<file path="config.mk">
export PLATFORM = sky130hd
export DESIGN_NAME = brpud_front
export DESIGN_NICKNAME = d
export VERILOG_FILES = /design/src/brpud_pkg.sv /design/src/brpud_front.sv
export SDC_FILE = /design/constraint.sdc
export NUM_CORES = 1
export LEC_CHECK = 0
export BUFFER_PORTS_ARGS = -buffer_cell sky130_fd_sc_hd__buf_2
export CAP_MARGIN = 0
export CORE_AREA = 2 2 65 73
export CTS_BUF_LIST = sky130_fd_sc_hd__clkbuf_16
export DETAILED_ROUTE_END_ITERATION = 16
export DIE_AREA = 0 0 67 75
export GPL_TIMING_DRIVEN = 0
export PLACE_DENSITY_LB_ADDON = 0.08
export SYNTH_ARGS = -nofsm -noshare
export SYNTH_HDL_FRONTEND = slang
export SYNTH_SLANG_ARGS = --single-unit
export TNS_END_PERCENT = 5
</file>
<file path="constraint.sdc">
create_clock -name clock -period 4.43 [get_ports clock]
set_input_delay 1.1075 -clock clock [delete_from_list [all_inputs] [get_ports clock]]
set_output_delay 1.1075 -clock clock [all_outputs]
set_load 0.02 [all_outputs]
</file>
<file path="src/brpud_pkg.sv">
`timescale 1ns / 1ps

package brpud_pkg;

   localparam int CAPACITY    = 1024;
   localparam int MAX_POP     = 64;
   localparam int ADDR_W      = $clog2(CAPACITY);
   localparam int FILL_W      = $clog2(CAPACITY + 1);
   localparam int LEVEL_W     = 11;
   localparam int CNT_W       = 7;
   localparam int BYTE_W      = 8;
   localparam int STOP_W      = 2;

   localparam int QUEUE_DEPTH = 2;
   localparam int QPTR_W      = $clog2(QUEUE_DEPTH);
   localparam int QCNT_W      = $clog2(QUEUE_DEPTH + 1);

   localparam logic OP_PUSH = 1'b0;
   localparam logic OP_POP  = 1'b1;

   localparam logic [STOP_W-1:0] STOP_COUNT = 2'd0;
   localparam logic [STOP_W-1:0] STOP_DELIM = 2'd1;
   localparam logic [STOP_W-1:0] STOP_EMPTY = 2'd2;
   localparam logic [STOP_W-1:0] STOP_PUSH  = 2'd3;

   typedef struct packed {
      logic              is_pop;
      logic [BYTE_W-1:0] push_byte;
      logic [CNT_W-1:0]  limit;
      logic              den;
      logic [BYTE_W-1:0] delim;
   } cmd_type;

   typedef struct packed {
      logic               push_accepted;
      logic [BYTE_W-1:0]  byte_out;
      logic               has_byte;
      logic               last;
      logic [CNT_W-1:0]   popped_count;
      logic [STOP_W-1:0]  stop_reason;
      logic [LEVEL_W-1:0] fill_level;
   } rsp_type;

   function automatic logic [ADDR_W-1:0] ptr_next(input logic [ADDR_W-1:0] p);
      return (p == ADDR_W'(CAPACITY - 1)) ? '0 : p + 1'b1;
   endfunction

endpackage

</file>
<file path="src/brpud_front.sv">
`timescale 1ns / 1ps

module brpud_front (
   input  logic                          clock,
   input  logic                          reset,
   input  logic                          start,
   output logic                          busy,
   input  logic                          req_operation,
   input  logic [brpud_pkg::BYTE_W-1:0]  req_push_byte,
   input  logic [brpud_pkg::CNT_W-1:0]   req_max_count,
   input  logic                          req_delimiter_enable,
   input  logic [brpud_pkg::BYTE_W-1:0]  req_delimiter,
   output logic                          cmd_valid,
   output brpud_pkg::cmd_type            cmd,
   input  logic                          cmd_take
);
   import brpud_pkg::*;

   cmd_type           q_ff [QUEUE_DEPTH];
   logic [QPTR_W-1:0] wptr_ff, wptr_in;
   logic [QPTR_W-1:0] rptr_ff, rptr_in;
   logic [QCNT_W-1:0] cnt_ff, cnt_in;
   logic              accept;
   cmd_type           cls;

   // Classify: pop count saturates at MAX_POP.
   always_comb begin
      cls.is_pop    = (req_operation == OP_POP);
      cls.push_byte = req_push_byte;
      cls.limit     = (req_max_count > CNT_W'(MAX_POP)) ? CNT_W'(MAX_POP) : req_max_count;
      cls.den       = req_delimiter_enable;
      cls.delim     = req_delimiter;
   end

   assign busy      = (cnt_ff == QCNT_W'(QUEUE_DEPTH));
   assign accept    = start && !busy;
   assign cmd_valid = (cnt_ff != '0);
   assign cmd       = q_ff[rptr_ff];

   always_comb begin
      wptr_in = wptr_ff;
      rptr_in = rptr_ff;
      cnt_in  = cnt_ff;
      if (accept) begin
         wptr_in = (wptr_ff == QPTR_W'(QUEUE_DEPTH - 1)) ? '0 : wptr_ff + 1'b1;
      end
      if (cmd_take) begin
         rptr_in = (rptr_ff == QPTR_W'(QUEUE_DEPTH - 1)) ? '0 : rptr_ff + 1'b1;
      end
      if (accept && !cmd_take) begin
         cnt_in = cnt_ff + 1'b1;
      end else if (!accept && cmd_take) begin
         cnt_in = cnt_ff - 1'b1;
      end
   end

   always_ff @(posedge clock) begin
      if (reset) begin
         wptr_ff <= '0;
         rptr_ff <= '0;
         cnt_ff  <= '0;
      end else begin
         wptr_ff <= wptr_in;
         rptr_ff <= rptr_in;
         cnt_ff  <= cnt_in;
      end
   end

   always_ff @(posedge clock) begin
      if (accept) begin
         q_ff[wptr_ff] <= cls;
      end
   end

endmodule

</file>
==> impl_metrics.csv, run 1 <==
group,metric,value,unit
clock_network,root_buffer,"clkbuf_16",
critical_path,cp.arrival,1550,ps
logic_synthesis,ys_seq_area_share,77.8,%
worst_hold_path,hold_class,"reg2reg",
placement,numPortBuffers,55,
global_route,grt_pass1_wl,5.02,mm
sta,finalCritPeriodShare,60.0,%
logic_synthesis,synthCells,110,
critical_path,path_max_fanout,10,
logic_synthesis,synth_edf_count,50,
detailed_routing,vias,1093,
sta,final.setup.tns,0,ps
sta,max_freq,376,MHz
logic_synthesis,synth_top_family_by_area,"multiplexers",
critical_path,worstSetupEndpointType,"primary output",
logic_synthesis,synth.avg_cell_area,18.7,sq um
sta,setup_viol,0,
floorplanning,initial_core_util,48.4,%
critical_path,critPathBufInv,3,
critical_path,worstSetupPathType,"reg2out",
global_route,grt-ovfl-total,0,
floorplanning,io_pins,56,
detailed_routing,vias_per_cell,4.81,
sta,worst_pin_slew,1140,ps
critical_path,crit_family,"buffers and inverters",
floorplanning,die_x,67,um
global_route,grt_max_degree,26,
placement,place.gp.congestion,0.617,
status,outcome,"finished, final reports clean",
logic_synthesis,synth_largest_area_cell,"edfxtp_1",
logic_synthesis,ys_top_cells_by_area,"edfxtp_1, mux2_2, dfxtp_1, nor2b_1, xor2_1",
placement,dp_cells,219,
sta,slew_viol_final,0,
floorplanning,rows,25,
detailed_routing,drtPass1Iterations,4,
logic_synthesis,syn-num-nets,140,
sta,min_period,2660,ps
clock_network,clkLatencyLatePin,280,ps
sta,slew_headroom,23.9,%
detailed_routing,ant_nets,0,
detailed_routing,drt-initial-drc-count,55,
finish,areaGrowthSynthToFinish,23.3,%
critical_path,ff2ff_setup_slack,2460,ps
logic_synthesis,ys_warn_count,0,
clock_network,clkTransAtPathRegs,60,ps
finish,stdcell_count,227,
critical_path,rr_startpoint,"cnt_ff[1]",
critical_path,cp_common_cell,"buf_2",
sta,finalHoldViolCount,0,
clock_network,cts_tree,"built",
finish,nets,202,
global_route,antenna_found_initial,0,
clock_network,numCtsBuffers,5,
logic_synthesis,synth_simple_gate_area_share,4.19,%
detailed_routing,drc_errors,0,
detailed_routing,routed_wirelength,3.34,mm
critical_path,cp-start-kind,"flip-flop",
critical_path,crit_chain,"buf_2 > buf_2 > mux2_2 > buf_2",
floorplanning,dieHeight,75,um
sta,rsz0062_at_grt,"no",
global_route,grt_pass1_vias,1127,
clock_network,cts.path.max_buffers,2,
logic_synthesis,synthAdderAreaFrac,0.608,%
logic_synthesis,ys_ff_latch,55,
logic_synthesis,ys_types,17,
pwr,ir_drop,0.000317,V
logic_synthesis,synth-compound-area-share,0.973,%
finish,fin_util,59.6,%
clock_network,cts.htree.levels,2,
floorplanning,dieArea,5030,sq um
placement,post-dp-hpwl,2.29,mm
worst_hold_path,worst_hold_startpoint,"wptr_ff",
logic_synthesis,synth_mux_area_share,13.7,%
logic_synthesis,synth_top_area_share,72.9,%
finish,drive_gt1_share,52.0,%
critical_path,crit_slowest_cell,"mux2_2",
logic_synthesis,synthFlopType,"edfxtp_1",
global_route,grt_usage,14.3,%
logic_synthesis,synthesis.area,2060,sq um
logic_synthesis,synth_common_cells,"edfxtp_1, mux2_2, nor2b_1",
logic_synthesis,synth-xor-area-share,1.28,%
clock_network,cts_setup_buffers,0,
pwr,power.total,1.21,mW
detailed_routing,route.detailed.wl_per_inst,14.7,um
clock_network,ctsResizeCount,0,
floorplanning,core_area,4250,sq um
critical_path,cp.required,3320,ps
critical_path,slowest_delay,370,ps
run,cap_violations,0,
logic_synthesis,yosysMostFrequentCell,"edfxtp_1",
clock_network,cts.sink_count,55,
clock_network,holdBufCountCts,0,
sta,finalClockSkew,3.92,ps
pwr,leakage,0.989,nW
pwr,power.density,477,nW/um^2
logic_synthesis,synthArstFlopShare,0,%
finish,n_antenna_cell,0,
[power by group]
group | leakage [nW] | switching, mW | internal [mW]
sequential | 0.511 | 0.0159 | 0.630
combinational | 0.408 | 0.128 | 0.0840
clock | 0.0701 | 0.151 | 0.203
[through the flow]
stage	area [sq um]	hold slack (ps)	setup WS [ps]
final	2540	516	1770
after global routing	2540	560	1670
after CTS	2540	524	1740
after detailed placement	2400	505	1650
after global placement	2400	467	1690
after floorplan	2060	452	2040
[path summary, 6_finish.rpt]
kind	cells after the start	end
max	4	cmd[15]
min	2	wptr_ff
max reg2reg	3	q_ff[0][0]
min reg2reg	2	wptr_ff
[registers in the layout, indices dropped and copies added (netlist names), named ones only]
| signal | count |
|---|---|
| wptr_ff | 1 |
| q_ff | 50 |
| rptr_ff | 1 |
| cnt_ff | 2 |
[layout by cell type, fill, tap and decap left out]
cell | synthesis | final
a21oi_1 | 2 | 2
and2_1 | 1 | 1
buf_2 | 3 | 58
clkbuf_1 | 1 | 1
clkbuf_16 | 0 | 5
clkinv_1 | 0 | 2
dfxtp_1 | 5 | 5
edfxtp_1 | 50 | 50
ha_1 | 1 | 1
inv_1 | 3 | 4
mux2_2 | 25 | 25
nor2_1 | 4 | 4
nor2b_1 | 6 | 6
nor2b_2 | 1 | 1
o21ai_0 | 2 | 2
or2_2 | 1 | 1
or3_1 | 2 | 2
xnor2_1 | 1 | 1
xor2_1 | 2 | 2
[worst register-to-register path: stages (launching register included)]
cell     delay, ps
dfxtp_1        330
nor2b_2        170
or3_1          330
inv_1          750
[logic make-up after synthesis]
family | Yosys count
XOR/XNOR | 3
flip-flops | 55
multiplexers | 25
AND/OR/NAND/NOR | 15
AO/OA/AOI/OAI | 4
adder cells (fa/ha/maj) | 1
buffers and inverters | 7
[layer usage]
metal / track usage (%) / vias to the layer above / share of wire (%)
li1: - / 532 / -
met1: 15.1 / 525 / 38
met2: 25.5 / 34 / 54
met3: 5.83 / 2 / 6.8
met4: 5.44 / 0 / 0.87
met5: 0 / - / 0
[area by class of cell]
class                           instances  area [sq um]
Buffer                                  4          18.8
Clock buffer                            5           125
Clock inverter                          3          11.3
Fill cell                             357          1720
Inverter                                3          11.3
Multi-Input combinational cell         48           427
Sequential cell                        55          1600
Tap cell                               54          67.6
Timing Repair Buffer                   55           275
Note: power is estimated with default switching activity, not from simulation.
==> run 2, diff against run 1 <==
--- a/config.mk
+++ b/config.mk
@@ -7,10 +7,10 @@
 export LEC_CHECK = 0
 export BUFFER_PORTS_ARGS = -buffer_cell sky130_fd_sc_hd__buf_2
 export CAP_MARGIN = 0
-export CORE_AREA = 2 2 65 73
+export CORE_AREA = 2 2 67 76
 export CTS_BUF_LIST = sky130_fd_sc_hd__clkbuf_16
 export DETAILED_ROUTE_END_ITERATION = 16
-export DIE_AREA = 0 0 67 75
+export DIE_AREA = 0 0 69 78
 export GPL_TIMING_DRIVEN = 0
 export PLACE_DENSITY_LB_ADDON = 0.08
 export SYNTH_ARGS = -nofsm -noshare
==> constraint.sdc (replaced) <==
create_clock -name clock -period 2.15 [get_ports clock]
set_input_delay 0.5375 -clock clock [delete_from_list [all_inputs] [get_ports clock]]
set_output_delay 0.5375 -clock clock [all_outputs]
set_load 0.02 [all_outputs]
==> impl_metrics.csv, run 2 (same netlist as run 1, synthesis figures left out) <==
group,metric,value,unit
status,outcome,"finished, final reports clean",
worst_hold_path,hold_class,"in2reg",
clock_network,cts_tree,"built",
finish,drive_gt1_share,53.8,%
clock_network,clkTransAtPathRegs,60,ps
finish,largest_reg_flops,50,
global_route,grt_pass1_vias,1190,
clock_network,cts_setup_buffers,0,
sta,setup_viol,0,
sta,setup_slack,123,ps
placement,post-place-ws,-90.6,ps
pwr,ir_drop,0.000576,V
sta,whs,437,ps
global_route,grt_max_degree,26,
placement,place.gp.congestion,0.650,
clock_network,cts.sink_count,55,
floorplanning,io_pins,56,
critical_path,rr_worst_depth,3,
sta,final.setup.tns,0,ps
finish,regArea,1600,sq um
worst_hold_path,hold_path_end,"q_ff[0][7]",
detailed_routing,drtPass1Iterations,4,
worst_hold_path,hold_depth,1,
pwr,leakage,1.00,nW
floorplanning,rows,26,
finish,nets,202,
critical_path,worstSetupPathType,"reg2out",
finish,areaGrowthSynthToFinish,25.0,%
global_route,grt-ovfl-total,0,
sta,slew_headroom,31.2,%
clock_network,holdBufCountCts,0,
floorplanning,core_area,4550,sq um
critical_path,r2r-end,"q_ff[0][8]",
finish,reg_top3,"q_ff (50), cnt_ff (2)",
sta,finalHoldViolCount,0,
sta,max_freq,493,MHz
floorplanning,dieArea,5380,sq um
finish,largest-register,"q_ff",
clock_network,root_buffer,"clkbuf_16",
clock_network,ctsResizeCount,0,
finish,multi_input_area,428,sq um
critical_path,cp.required,1610,ps
global_route,grt_pass1_wl,5.42,mm
detailed_routing,vias,1085,
sta,finalCritPeriodShare,94.3,%
placement,numPortBuffers,55,
sta,worst_pin_slew,1030,ps
sta,slew_viol_final,0,
critical_path,rr_startpoint,"cnt_ff[0]",
critical_path,worstSetupEndpointType,"primary output",
finish,fin_util,56.5,%
clock_network,numCtsBuffers,5,
pwr,power.density,1030,nW/um^2
floorplanning,initial_core_util,45.2,%
clock_network,cts.path.max_buffers,2,
run,cap_violations,0,
critical_path,path_max_fanout,10,
finish,num-fill-cells,388,
detailed_routing,drt-initial-drc-count,50,
critical_path,cp.arrival,1490,ps
detailed_routing,routed_wirelength,3.31,mm
worst_hold_path,worst_hold_startpoint,"req_delimiter[7]",
sta,min_period,2030,ps
finish,most-common-layout-cells,"buf_2, edfxtp_1, mux2_2, nor2b_1",
detailed_routing,route.detailed.wl_per_inst,14.4,um
global_route,grt_usage,13.0,%
sta,finalClockSkew,1.91,ps
detailed_routing,drc_errors,0,
sta,rsz0062_at_grt,"no",
placement,post-dp-hpwl,2.27,mm
placement,dp_cells,221,
critical_path,cp-start-kind,"flip-flop",
finish,stdcell_count,229,
clock_network,clkLatencyLatePin,280,ps
floorplanning,dieHeight,78,um
global_route,antenna_found_initial,0,
clock_network,cts.htree.levels,2,
detailed_routing,vias_per_cell,4.74,
finish,layout_commonest_cell,"buf_2",
detailed_routing,ant_nets,0,
floorplanning,die_x,69,um
critical_path,ff2ff_setup_slack,180,ps
finish,n_antenna_cell,0,
==> run 2: how the worst max path moves through the flow <==
stage                     startpoint           to  slack, ps
after floorplan                start   q_ff[0][0]        330
after global placement         start  q_ff[0][11]        -50
after detailed placement       start  q_ff[0][11]        -90
after CTS                  flip-flop      cmd[14]          4
after global routing       flip-flop      cmd[17]         20
final                      flip-flop      cmd[14]        120
==> run 2: stage by stage <==
stage	area, sq um	total power, mW
global placement	2400	1.78
finish	2570	2.64
global route	2570	2.75
floorplan	2060	1.64
CTS	2570	2.67
detailed placement	2400	1.80
==> run 2: worst max-delay path, stage by stage, from the launching register on <==
cell and delay (ps):
dfxtp_1 300, buf_2 180, buf_4 220, mux2_2 350
buf_2 160
==> run 2: layout make-up <==
class	instances	area share (%)
multi-input cells	48	16.6
flip-flops and latches	55	62.2
well taps	56	2.72
clock buffers	5	4.86
plain buffers	4	0.924
inverters	3	0.438
repair buffers	55	10.7
clock inverters	3	1.51
==> run 2: power breakdown <==
group / switching (mW) / total, mW / internal, mW
Sequential: 0.0317 / 1.33 / 1.30
Clock: 0.331 / 0.874 / 0.543
Combinational: 0.262 / 0.438 / 0.176
Total: 0.625 / 2.64 / 2.01
==> run 2: routing by layer <==
layer / vias up / global-route usage [%] / share of wire [%]
li1: 532 / - / -
met4: 0 / 4.71 / 1.3
met3: 5 / 5.32 / 6.4
met5: - / 0 / 0
met1: 516 / 14.0 / 39
met2: 32 / 23.1 / 53
==> run 3, diff against run 2 <==
--- a/config.mk
+++ b/config.mk
@@ -12,6 +12,7 @@
 export DETAILED_ROUTE_END_ITERATION = 16
 export DIE_AREA = 0 0 69 78
 export GPL_TIMING_DRIVEN = 0
+export MAX_ROUTING_LAYER = met4
 export PLACE_DENSITY_LB_ADDON = 0.08
 export SYNTH_ARGS = -nofsm -noshare
 export SYNTH_HDL_FRONTEND = slang
==> impl_metrics.csv, run 3 (same netlist as run 1, synthesis figures left out) <==
group,metric,value,unit
status,outcome,"finished, final reports clean",
critical_path,cp.arrival,1490,ps
sta,finalHoldViolCount,0,
global_route,antenna_found_initial,0,
finish,drive_gt1_share,53.8,%
detailed_routing,ant_nets,0,
floorplanning,io_pins,56,
sta,worst_pin_slew,1030,ps
critical_path,cp-start-kind,"flip-flop",
clock_network,clkLatencyLatePin,280,ps
sta,slew_headroom,30.9,%
global_route,gr-max-usage-layer,"met2",
sta,slew_viol_final,0,
clock_network,cts.path.max_buffers,2,
global_route,use_met1,14.1,%
sta,setup_slack,124,ps
clock_network,root_buffer,"clkbuf_16",
sta,whs,437,ps
clock_network,cts.sink_count,55,
sta,final.setup.tns,0,ps
pwr,p_clk_share,33.1,%
finish,largest_reg_flops,50,
sta,setup_viol,0,
sta,rsz0062_at_grt,"no",
global_route,grt_usage,13.4,%
floorplanning,die_x,69,um
placement,place.gp.congestion,0.656,
placement,dp_cells,221,
critical_path,worstSetupPathType,"reg2out",
detailed_routing,vias_per_cell,4.75,
finish,most-common-layout-cells,"buf_2, edfxtp_1, mux2_2, nor2b_1",
critical_path,cp.required,1610,ps
placement,numPortBuffers,55,
floorplanning,initial_core_util,45.2,%
finish,stdcell_count,229,
detailed_routing,drt-initial-drc-count,68,
finish,areaGrowthSynthToFinish,25.0,%
pwr,power.total,2.64,mW
pwr,combPwrFrac,16.6,%
floorplanning,rows,26,
detailed_routing,vias,1087,
clock_network,numCtsBuffers,5,
floorplanning,core_area,4550,sq um
detailed_routing,routed_wirelength,3.30,mm
clock_network,cts_setup_buffers,0,
critical_path,worstSetupEndpointType,"primary output",
pwr,switching_power,0.623,mW
detailed_routing,route.detailed.wl_per_inst,14.4,um
detailed_routing,drtPass1Iterations,4,
global_route,met2_usage,23.1,%
critical_path,path_max_fanout,10,
pwr,seq_power_share,50.4,%
pwr,leakage,1.00,nW
placement,post-place-ws,-90.6,ps
finish,final_area,2570,sq um
clock_network,cts_tree,"built",
worst_hold_path,hold_class,"in2reg",
placement,place_area,2400,sq um
floorplanning,dieArea,5380,sq um
global_route,grt-ovfl-total,0,
finish,fin_util,56.5,%
global_route,grt_pass1_wl,5.42,mm
clock_network,ctsResizeCount,0,
clock_network,cts.htree.levels,2,
finish,regArea,1600,sq um
run,cap_violations,0,
pwr,ir_drop,0.000576,V
global_route,grt_max_degree,26,
sta,finalClockSkew,2.42,ps
sta,max_freq,494,MHz
finish,layout_commonest_cell,"buf_2",
placement,post-dp-hpwl,2.27,mm
clock_network,holdBufCountCts,0,
finish,reg_top3,"q_ff (50), cnt_ff (2)",
global_route,grt_pass1_vias,1189,
floorplanning,dieHeight,78,um
finish,num-fill-cells,388,
sta,min_period,2030,ps
pwr,intPower,2.01,mW
global_route,met3_usage,5.06,%
sta,finalCritPeriodShare,94.2,%
finish,largest-register,"q_ff",
pwr,power.density,1030,nW/um^2
finish,nets,202,
finish,multi_input_area,428,sq um
finish,n_antenna_cell,0,
clock_network,clkTransAtPathRegs,60,ps
detailed_routing,drc_errors,0,
pwr,switching_share,23.6,%
-- run 3: cell counts in the layout (fill, tap and decap cells not counted) --
Identical to the previous run, type by type.
-- run 3: cell type report --
class	instances	share of cell area (%)
Tap cell	56	2.72
Timing Repair Buffer	55	10.7
Clock inverter	3	1.51
Inverter	3	0.438
Buffer	4	0.924
Multi-Input combinational cell	48	16.6
Sequential cell	55	62.2
Clock buffer	5	4.86
-- run 3: worst max-delay path, stage by stage (launching register included) --
cell and delay, ps:
dfxtp_1 300, buf_2 180, buf_4 220, mux2_2 350, buf_2 160
-- run 3: power groups by stage --
stage | Combinational [mW] | Sequential, mW | Clock [mW]
2_1_floorplan | 0.301 | 1.34 | 0
4_1_cts | 0.446 | 1.33 | 0.893
6_report | 0.438 | 1.33 | 0.872
3_5_place_dp | 0.445 | 1.35 | 0
5_1_grt | 0.478 | 1.34 | 0.932
3_3_place_gp | 0.434 | 1.35 | 0
-- run 3: worst paths after layout --
check,from,to,slack [ps],cells after the start
worst max-delay path,flip-flop,cmd[14],120,4
worst min-delay path,req_delimiter[7],q_ff[0][7],440,1
worst max register to register,cnt_ff[0],q_ff[0][8],170,3
worst min register to register,cnt_ff[1],cnt_ff[1],510,2
-- run 3: metal layers --
metal  up-vias  routed length (um)
li1        532                   -
met5         -                   0
met1       518                1290
met3         5                 208
met2        32                1760
met4         0                  42
